==> config.mk <==
export PLATFORM = sky130hd
export DESIGN_NAME = zcl_frame_header_deframer_top
export DESIGN_NICKNAME = d
export VERILOG_FILES = /design/src/zfhd_pkg.sv /design/src/zfhd_parse.sv /design/src/zcl_frame_header_deframer_top.sv
export SDC_FILE = /design/constraint.sdc
export NUM_CORES = 1
export LEC_CHECK = 0
export BUFFER_PORTS_ARGS = -buffer_cell sky130_fd_sc_hd__clkbuf_2
export CAP_MARGIN = 20
export CORE_UTILIZATION = 56
export CTS_CLUSTER_SIZE = 8
export DETAILED_ROUTE_END_ITERATION = 6
export GPL_TIMING_DRIVEN = 0
export PLACE_DENSITY = 0.85
export SYNTH_ARGS = -nofsm -noshare
export SYNTH_HDL_FRONTEND = slang
export SYNTH_SLANG_ARGS = --single-unit
==> constraint.sdc <==
create_clock -name clk -period 3.6 [get_ports clk]
set_input_delay 0.18 -clock clk [delete_from_list [all_inputs] [get_ports clk]]
set_output_delay 0.18 -clock clk [all_outputs]
set_load 0.02 [all_outputs]
==> src/zfhd_pkg.sv <==
`default_nettype none
package zfhd_pkg;

	localparam int unsigned ByteW = 8;
	localparam int unsigned CodeW = 16;
	localparam int unsigned FlagW = 4;

	typedef enum logic [2:0] {
		PH_CTRL = 3'd0,
		PH_MLO  = 3'd1,
		PH_MHI  = 3'd2,
		PH_SEQ  = 3'd3,
		PH_CMD  = 3'd4,
		PH_PAY  = 3'd5
	} phase_t;

	typedef struct packed {
		logic [ByteW-1:0] data_byte;
		logic             frame_end;
	} item_t;

	typedef struct packed {
		logic             is_header;
		logic             cluster_specific;
		logic             manufacturer_flag;
		logic             server_to_client;
		logic             no_default_response;
		logic [CodeW-1:0] manufacturer_code;
		logic [ByteW-1:0] sequence_number;
		logic [ByteW-1:0] command_id;
		logic [ByteW-1:0] payload_byte;
		logic             frame_done;
		logic             truncated;
	} result_t;

	typedef struct packed {
		logic    emit;
		result_t res;
	} step_t;

	function automatic result_t header(logic [FlagW-1:0] flags, logic [CodeW-1:0] code,
		logic [ByteW-1:0] seq, logic [ByteW-1:0] cmd, logic done, logic trunc);
		result_t r;
		r.is_header           = 1'b1;
		r.cluster_specific    = flags[0];
		r.manufacturer_flag   = flags[1];
		r.server_to_client    = flags[2];
		r.no_default_response = flags[3];
		r.manufacturer_code   = code;
		r.sequence_number     = seq;
		r.command_id          = cmd;
		r.payload_byte        = '0;
		r.frame_done          = done;
		r.truncated           = trunc;
		return r;
	endfunction

endpackage
`default_nettype wire

==> src/zfhd_parse.sv <==
`default_nettype none
module zfhd_parse (
	input  wire logic          clk,
	input  wire logic          arst_n,
	input  wire logic          advance,
	input  wire zfhd_pkg::item_t beat,
	output zfhd_pkg::step_t    step
);

	zfhd_pkg::phase_t                   phase_q, phase_d;
	logic [zfhd_pkg::FlagW-1:0]         flags_q, flags_d, flags_new;
	logic [zfhd_pkg::CodeW-1:0]         code_q, code_d;
	logic [zfhd_pkg::ByteW-1:0]         seq_q, seq_d;
	logic [zfhd_pkg::ByteW-1:0]         b;
	logic                               last;

	assign b         = beat.data_byte;
	assign last      = beat.frame_end;
	assign flags_new = {b[4], b[3], b[2], b[0]};

	always_comb begin
		phase_d = phase_q;
		flags_d = flags_q;
		code_d  = code_q;
		seq_d   = seq_q;
		unique case (phase_q)
			zfhd_pkg::PH_MLO: begin
				code_d  = {{(zfhd_pkg::CodeW-zfhd_pkg::ByteW){1'b0}}, b};
				phase_d = zfhd_pkg::PH_MHI;
			end
			zfhd_pkg::PH_MHI: begin
				code_d  = {b, code_q[zfhd_pkg::ByteW-1:0]};
				phase_d = zfhd_pkg::PH_SEQ;
			end
			zfhd_pkg::PH_SEQ: begin
				seq_d   = b;
				phase_d = zfhd_pkg::PH_CMD;
			end
			zfhd_pkg::PH_CMD: begin
				phase_d = zfhd_pkg::PH_PAY;
			end
			zfhd_pkg::PH_PAY: begin
				phase_d = zfhd_pkg::PH_PAY;
			end
			default: begin
				flags_d = flags_new;
				code_d  = '0;
				seq_d   = '0;
				phase_d = flags_new[1] ? zfhd_pkg::PH_MLO : zfhd_pkg::PH_SEQ;
			end
		endcase
		if (last) begin
			phase_d = zfhd_pkg::PH_CTRL;
			flags_d = '0;
			code_d  = '0;
			seq_d   = '0;
		end
	end

	always_comb begin
		step.emit = 1'b0;
		step.res  = '0;
		unique case (phase_q)
			zfhd_pkg::PH_MLO: begin
				step.emit = last;
				step.res  = zfhd_pkg::header(flags_q, '0, '0, '0, 1'b1, 1'b1);
			end
			zfhd_pkg::PH_MHI: begin
				step.emit = last;
				step.res  = zfhd_pkg::header(flags_q, {b, code_q[zfhd_pkg::ByteW-1:0]},
					'0, '0, 1'b1, 1'b1);
			end
			zfhd_pkg::PH_SEQ: begin
				step.emit = last;
				step.res  = zfhd_pkg::header(flags_q, code_q, b, '0, 1'b1, 1'b1);
			end
			zfhd_pkg::PH_CMD: begin
				step.emit = 1'b1;
				step.res  = zfhd_pkg::header(flags_q, code_q, seq_q, b, last, 1'b0);
			end
			zfhd_pkg::PH_PAY: begin
				step.emit             = 1'b1;
				step.res.payload_byte = b;
				step.res.frame_done   = last;
			end
			default: begin
				step.emit = last;
				step.res  = zfhd_pkg::header(flags_new, '0, '0, '0, 1'b1, 1'b1);
			end
		endcase
	end

	always_ff @(posedge clk or negedge arst_n) begin
		if (!arst_n) begin
			phase_q <= zfhd_pkg::PH_CTRL;
			flags_q <= '0;
			code_q  <= '0;
			seq_q   <= '0;
		end else if (advance) begin
			phase_q <= phase_d;
			flags_q <= flags_d;
			code_q  <= code_d;
			seq_q   <= seq_d;
		end
	end

endmodule
`default_nettype wire

==> src/zcl_frame_header_deframer_top.sv <==
// Cluster-library frame header deframer.
// Input channel item_valid / item_ready / item carries one frame byte per
// beat with a frame_end mark on the last byte of each frame.
// Output channel result_valid / result_ready / result carries header and
// payload results. Header bytes produce nothing until the command byte,
// which produces one header result; every later byte produces one payload
// result. A frame that ends inside its header produces one header result
// with truncated set and the missing fields zero.
// A beat accepted on the input channel is registered in the input stage,
// decoded, and registered into the output result register once that
// register is free.
// Throughput: one beat per cycle while the result register is free or the
// beat yields no result; the phase update sits between the two registers.
// Reset clears both stage valids and returns the parser to expecting a
// frame control byte; no clearing pass follows.
// When the receiver stalls, the result is held and the input stage still
// drains beats that produce no result; a beat that would produce one waits
// in the input stage and item_ready drops once that stage is occupied.
`default_nettype none
module zcl_frame_header_deframer_top (
	input  wire logic              clk,
	input  wire logic              arst_n,
	input  wire logic              item_valid,
	output logic                   item_ready,
	input  wire zfhd_pkg::item_t   item,
	output logic                   result_valid,
	input  wire logic              result_ready,
	output zfhd_pkg::result_t      result
);

	logic              valid_s1;
	zfhd_pkg::item_t   item_s1;
	logic              valid_s2;
	zfhd_pkg::result_t result_s2;
	zfhd_pkg::step_t   step;
	logic              s2_free;
	logic              fire_s1;

	assign s2_free    = !valid_s2 || result_ready;
	assign fire_s1    = valid_s1 && (!step.emit || s2_free);
	assign item_ready = !valid_s1 || fire_s1;

	zfhd_parse u_parse (
		.clk     (clk),
		.arst_n  (arst_n),
		.advance (fire_s1),
		.beat    (item_s1),
		.step    (step)
	);

	always_ff @(posedge clk or negedge arst_n) begin
		if (!arst_n) begin
			valid_s1 <= 1'b0;
			valid_s2 <= 1'b0;
		end else begin
			if (item_ready) begin
				valid_s1 <= item_valid;
			end
			if (s2_free) begin
				valid_s2 <= fire_s1 && step.emit;
			end
		end
	end

	always_ff @(posedge clk) begin
		if (item_ready && item_valid) begin
			item_s1 <= item;
		end
		if (s2_free && fire_s1 && step.emit) begin
			result_s2 <= step.res;
		end
	end

	assign result_valid = valid_s2;
	assign result       = result_s2;

`ifndef SYNTHESIS
	a_trunc_ends_frame: assert property (@(posedge clk) disable iff (!arst_n)
		valid_s2 && result_s2.truncated |-> result_s2.is_header && result_s2.frame_done)
		else $error("truncated result does not end a frame");

	a_payload_clean: assert property (@(posedge clk) disable iff (!arst_n)
		valid_s2 && !result_s2.is_header |->
		result_s2.manufacturer_code == '0 && result_s2.command_id == '0 &&
		result_s2.sequence_number == '0 && !result_s2.truncated)
		else $error("payload result carries header fields");

	a_s1_hold: assert property (@(posedge clk) disable iff (!arst_n)
		valid_s1 && !fire_s1 |=> valid_s1 && $stable(item_s1))
		else $error("stalled input stage lost its beat");

	a_out_hold: assert property (@(posedge clk) disable iff (!arst_n)
		valid_s2 && !result_ready |=> valid_s2 && $stable(result_s2))
		else $error("stalled result changed");
`endif

endmodule
`default_nettype wire

Word-level counts from Yosys, hierarchy flattened
Index checks and enable logic that the tools add are counted.
{"block": "word_totals", "regBits": 89, "inputBits": 13, "output_inout_bits": 49, "word_cells": 61}
{"block": "op_classes", "n_eq_ne": 9, "n_mux": 13, "reduce_logical": 19}
{"op": "37-bit case mux with 5 select lines", "count": 1}
{"op": "16-bit case mux with 3 select lines", "count": 1}
{"op": "9-bit case mux with 2 select lines", "count": 1}
{"op": "16-bit 2-to-1 mux", "count": 1}
{"op": "8-bit case mux with 2 select lines", "count": 1}
{"op": "3-bit case mux with 4 select lines", "count": 1}
{"op": "4-bit 2-to-1 mux", "count": 2}
{"op": "8-bit 2-to-1 mux", "count": 1}
{"op": "3-bit by 2-bit == test with 1-bit output (second input constant)", "count": 2}
{"op": "3-bit == test (second input constant)", "count": 2}
{"op": "2-bit by 1-bit != test with 1-bit output (second input constant)", "count": 3}
{"op": "2-bit AND reduction", "count": 3}
{"op": "1-bit logical AND", "count": 5}
{"op": "5-bit OR reduction", "count": 1}
{"op": "4-bit OR reduction", "count": 1}
{"op": "3-bit by 1-bit == test with 1-bit output (second input constant)", "count": 1}
{"op": "1-bit zero test", "count": 3}
{"op": "1-bit logical OR", "count": 3}
{"op": "3-bit 2-to-1 mux", "count": 1}
{"op": "3-bit AND reduction", "count": 1}
{"op": "3-bit OR reduction", "count": 1}
{"op": "1-bit 2-to-1 mux", "count": 2}
{"op": "2-bit 2-to-1 mux", "count": 1}
{"op": "2-bit != test (second input constant)", "count": 1}
{"op": "2-bit OR reduction", "count": 1}

Longest topological paths before layout
{"block": "depth", "word_depth": 8, "depth_mapped": 7, "mapped_depth_nobuf": 5}

Modules after synthesis
A second synthesis with hierarchy kept.
{"block": "hier_totals", "cells_unflattened": 299, "area_unflattened_um2": 3955.0}
{"mod": "zfhd_parse", "instances": 1, "cells_per_inst": 233, "area_each_um2": 2152.1, "seq_area_each_um2": 775.7}
{"mod": "zcl_frame_header_deframer_top", "instances": 1, "cells_per_inst": 66, "area_each_um2": 1803.0, "seq_area_each_um2": 1731.7}

Worst setup path before layout
No wires, ideal clock.
{"block": "synth_timing", "path_type": "reg2reg", "start": "register u_parse.phase_q[1]", "end": "register result_s2 (netlist bit result[0]) (enable)", "setup_time_ps": 452, "arrival_time_ps": 2779, "required_time_ps": 3148, "setup_slack_ps": 370, "stages_incl_launch_ff": 5, "path_buffers": 1, "synth_period_minus_slack_ps": 3230, "cell_sequence": "dfrtp_1 -> buf_4 -> nor2b_4 -> o21ai_0 -> nor2_1"}
{"block": "synth_between", "elab_chain_cells": 8, "word_cells_on_any_way": 9, "classes_between": "2 x eq/ne; 1 x mux; 6 x reduce/logical"}
{"item": "start, declared", "line": "zfhd_parse.sv:10", "rtl": "zfhd_pkg::phase_t phase_q, phase_d;"}
{"item": "start signal, assigned", "line": "zfhd_parse.sv:95", "rtl": "phase_q <= zfhd_pkg::PH_CTRL;"}
{"item": "start signal, assigned", "line": "zfhd_parse.sv:100", "rtl": "phase_q <= phase_d;"}
{"item": "3-bit == test", "line": "zfhd_parse.sv:63", "rtl": "unique case (phase_q)"}
{"item": "2-bit OR reduction (no source line) *"}
{"item": "1-bit 2-to-1 mux *", "line": "zfhd_parse.sv:63"}
{"item": "1-bit zero test", "line": "zcl_frame_header_deframer_top.sv:40", "rtl": "assign fire_s1 = valid_s1 && (!step.emit || s2_free);"}
{"item": "1-bit logical OR", "line": "zcl_frame_header_deframer_top.sv:40"}
{"item": "1-bit logical AND", "line": "zcl_frame_header_deframer_top.sv:40"}
{"item": "1-bit logical AND", "line": "zcl_frame_header_deframer_top.sv:69", "rtl": "if (s2_free && fire_s1 && step.emit) begin"}
{"item": "1-bit logical AND *", "line": "zcl_frame_header_deframer_top.sv:69"}
{"item": "end signal, assigned", "line": "zcl_frame_header_deframer_top.sv:70", "rtl": "result_s2 <= step.res;"}
{"item": "end, declared", "line": "zcl_frame_header_deframer_top.sv:34", "rtl": "zfhd_pkg::result_t result_s2;"}
Every way passes the cells marked *; elsewhere a longest branch is shown, timed or not.
A chain may end at the register's enable or synchronous reset.

Final worst setup path
{"block": "layout_timing", "start": "register u_parse.phase_q[2]", "end": "register item_s1[8] in the netlist's numbering (enable)"}
{"block": "layout_between", "elab_chain_cells": 8, "word_cells_on_any_way": 9, "classes_between": "2 x eq/ne; 1 x mux; 6 x reduce/logical"}
{"item": "3-bit == test", "line": "zfhd_parse.sv:63"}
{"item": "2-bit OR reduction (no source line) *"}
{"item": "1-bit 2-to-1 mux *", "line": "zfhd_parse.sv:63"}
{"item": "1-bit zero test *", "line": "zcl_frame_header_deframer_top.sv:40"}
{"item": "1-bit logical OR *", "line": "zcl_frame_header_deframer_top.sv:40"}
{"item": "1-bit logical AND *", "line": "zcl_frame_header_deframer_top.sv:40"}
{"item": "1-bit logical OR *", "line": "zcl_frame_header_deframer_top.sv:41", "rtl": "assign item_ready = !valid_s1 || fire_s1;"}
{"item": "1-bit logical AND *", "line": "zcl_frame_header_deframer_top.sv:66", "rtl": "if (item_ready && item_valid) begin"}
{"item": "end signal, assigned", "line": "zcl_frame_header_deframer_top.sv:67", "rtl": "item_s1 <= item;"}
{"item": "end, declared", "line": "zcl_frame_header_deframer_top.sv:32", "rtl": "zfhd_pkg::item_t item_s1;"}
Marked as above.

==> metrics.md <==
| Metric | Value |
|---|---|
| GPL Wtd Cong | around 0.82 |
| Reg clk slew, reported paths | 80 ps |
| Post-synth net total | 286 |
| Crit path time final | 1980 ps |
| Top sig layer | met4 |
| Pwr Density | roughly 600 nW/um^2 |
| Ports | 62 |
| Setup Fix Bufs, Post-CTS | 0 |
| First-pass GRT wire length | roughly 12000 um |
| RSZ-0062 raised after global routing | no |
| Dpl cell area | 4160 um^2 |
| Max IR drop VDD | 338 uV |
| Total Power | between 2 and 3 mW |
| Setup crit start kind | flop |
| Storage cell area | ~2500 um^2 |
| DRC violations left | 0 |
| Final hold violation count | 0 |
| Worst Path Arrival | about 2000 ps |
| Largest net degree at the start of global routing | 36 |
| Die footprint | 7000 um^2 |
| Vias | approximately 2500 |
| Total global-route track usage | around 22% |
| # fillers | around 420 |
| Core Box Area | approximately 6400 um^2 |
| Row count | 29 |
| Drt wl/cell | between 15 and 20 um |
| Layout cell share with drive strength beyond 1 | 29.1% |
| Flops & latches, synth | 89 |
| Fin Clk Skew | 5.11 ps |
| Antenna Nets Post-Route | 0 |
| Ys flop type | edfxtp_1 |
| Hold Crit Endpoint | valid_s1$_DFFE_PN0P_ |
| CTS tree | done |
| Synth area leaders | edfxtp_1 45%, dfrtp_1 22%, a22o_1 5.6% |
| Area occupied by multi-input gates | between 1000 and 1500 um^2 |
| Req. time, crit path | around 3600 ps |
| Leak Pwr | around 1.9 nW |
| R2r setup slk | 1620 ps |
| Grt total ovfl | 0 |
| Final net count | 369 |
| Mapped Area | 3730 um^2 |
| Met2 wire length | roughly 3700 um |
| H-Tree Depth | 3 |
| Clock latency on the worst-skew pair | between 300 and 400 ps |
| Post-synth EDFFs | 56 |
| Area grow syn2layout | 19.2% |
| Drt total wl | between 7000 and 8000 um |
| Hold Path Class | input pin to flop |
| Post-CTS resize count | 0 |
| Die width | approximately 84 um |
| Initial DRC Count | 154 |
| CTS Buf Count | 9 |
| Synth top area share | 45.0% |
| HP Start | item_valid |
| Met1 WL | roughly 3200 um |
| Fin Setup TNS | 0 ps |
| Ant. Diodes | 0 |
| CTS Hold Buffers Added | 7 |
| Most used standard cell by instance count after synthesis | edfxtp_1 |
| FFs w/ async S/R, synth | a little under two fifths |
| Initial antenna violation count | 0 |
| Slew Viols, Final | 0 |
| Final period util | 55.1% |
| Final WS setup | 1620 ps |
| Bufs on Longest Clock Path | 2 |
| Worst Setup Path Type | flop to flop |
| Maximum clock rate | around 500 MHz |
| Clk sink count | 89 |
| R2r startpoint | u_parse.phase_q[2]$_DFFE_PN0P_ |
| HPWL Detailed | ~4600 um |
| Starting density of the core | roughly three fifths |
| Worst-margin pin slew | slightly above 800 ps |
| Final setup violation count | 0 |
| Util after Layout | 69.7% |
| Die Y | 83.7 um |
| Reg2reg path depth | 5 |
| Vias/cell | between 5 and 6 |
| Max Cap Violations | 0 |
| Status | finished, final reports clean |
| Avg Inst Size Synth | 13.7 um^2 |
| Commonest cells in the netlist | 56 x edfxtp_1, 33 x dfrtp_1, 31 x nand2_1, 24 x a22o_1, 19 x o21ai_0 |
| Clock root buffer | clkbuf_8 |
| Worst reg2reg path endpoint | item_s1[8]$_DFFE_PP_ |
| Syn Inst Count | between 200 and 300 |
| Worst Path Max Fanout | 9 |
| Final instance area | between 4000 and 5000 um^2 |
| Routed met3 length | 296 um |
| IO Port Bufs | 61 |
| CP endpoint kind | flop |
| Seq/Total Area, Yosys | about two thirds |
| Vias in the first global route | between 2000 and 2500 |
| Worst hold stages | 2 |
| Worst slew margin | 45.0% |
| Synth cell types | 36 |
| Synth warn | 0 |
| Place WS | roughly 1600 ps |
| Yosys top cell by area | edfxtp_1 |
| Drt first pass iters | 4 |
[registers in the layout, summed over array words and instances, names as in the netlist]
register / flops
item_s1: 9
result: 47
result_valid: 1
u_parse.code_q: 16
u_parse.flags_q: 4
u_parse.phase_q: 3
u_parse.seq_q: 8
valid_s1: 1
[worst max-delay path by stage]
stage,start,to,slack [ps],cells after the start
after floorplan,u_parse.phase_q[1]$_DFFE_PN0P_,result[0]$_DFFE_PP_,370,4
after global placement,u_parse.phase_q[1]$_DFFE_PN0P_,result[29]$_DFFE_PP_,-330,4
after detailed placement,u_parse.phase_q[2]$_DFFE_PN0P_,item_s1[6]$_DFFE_PP_,1620,5
after CTS,u_parse.phase_q[2]$_DFFE_PN0P_,item_s1[8]$_DFFE_PP_,1590,5
after global routing,item_s1[0]$_DFFE_PP_,item_s1[0]$_DFFE_PP_,1500,4
final,u_parse.phase_q[2]$_DFFE_PN0P_,item_s1[8]$_DFFE_PP_,1620,5
[metrics by stage]
stage               std cells  hold WS (ps)
global placement          411           308
finish                    438          28.8
global route              438          24.1
floorplan                 273          -116
CTS                       435         0.179
detailed placement        412           321
[power breakdown]
part,internal (mW),switching [mW],total [mW]
clock,0.320,0.339,0.659
combinational,0.278,0.436,0.714
sequential,1.25,0.0649,1.31
total,1.85,0.839,2.69
[critical path, stage by stage (launching register included)]
cell	delay (ps)
dfrtp_1	380
buf_6	130
nor2b_4	140
o21ai_0	390
or2_2	220
and2_1	380
[metal layers]
metal,GRT usage [%],up-vias
met2,34.9,64
met5,0,-
li1,-,1168
met4,9.40,0
met3,3.86,5
met1,30.3,1218
[placed cells by master (no fill, tap or decap), types with 2 or more instances in the layout]
master,instances
a221o_1,4
a22o_1,24
and2_1,10
and2b_1,2
and3_1,8
buf_2,6
buf_4,4
clkbuf_1,11
clkbuf_2,61
clkbuf_8,9
clkinv_2,2
dfrtp_1,33
dlygate4sd3_1,10
edfxtp_1,56
mux2_2,8
mux2i_1,11
nand2_1,31
nand2b_1,5
nor2_1,2
nor2b_1,16
nor3_1,4
nor3b_2,2
o21ai_0,19
o21ai_1,2
[cells by family (layout without fill, tap and decap cells)]
group,Yosys count,after routing,synth area share [%]
muxes,19,19,5.36
DFF,89,89,67.1
xor gates and xnor gates,1,1,0.235
AOI/OAI and AO/OA,57,57,11.7
buffers and inverters,22,110,3.01
and+or+nand+nor,85,85,12.6
[cell type report]
cell class,count,share of cell area [%]
clock inverter,5,1.26
tap,77,2.16
buffer,20,2.36
inverter,2,0.169
sequential,89,56.3
timing repair buffer,72,9.56
clock buffer,11,2.95
multi-input combinational,162,25.2
(Power assumes the default switching activity.)
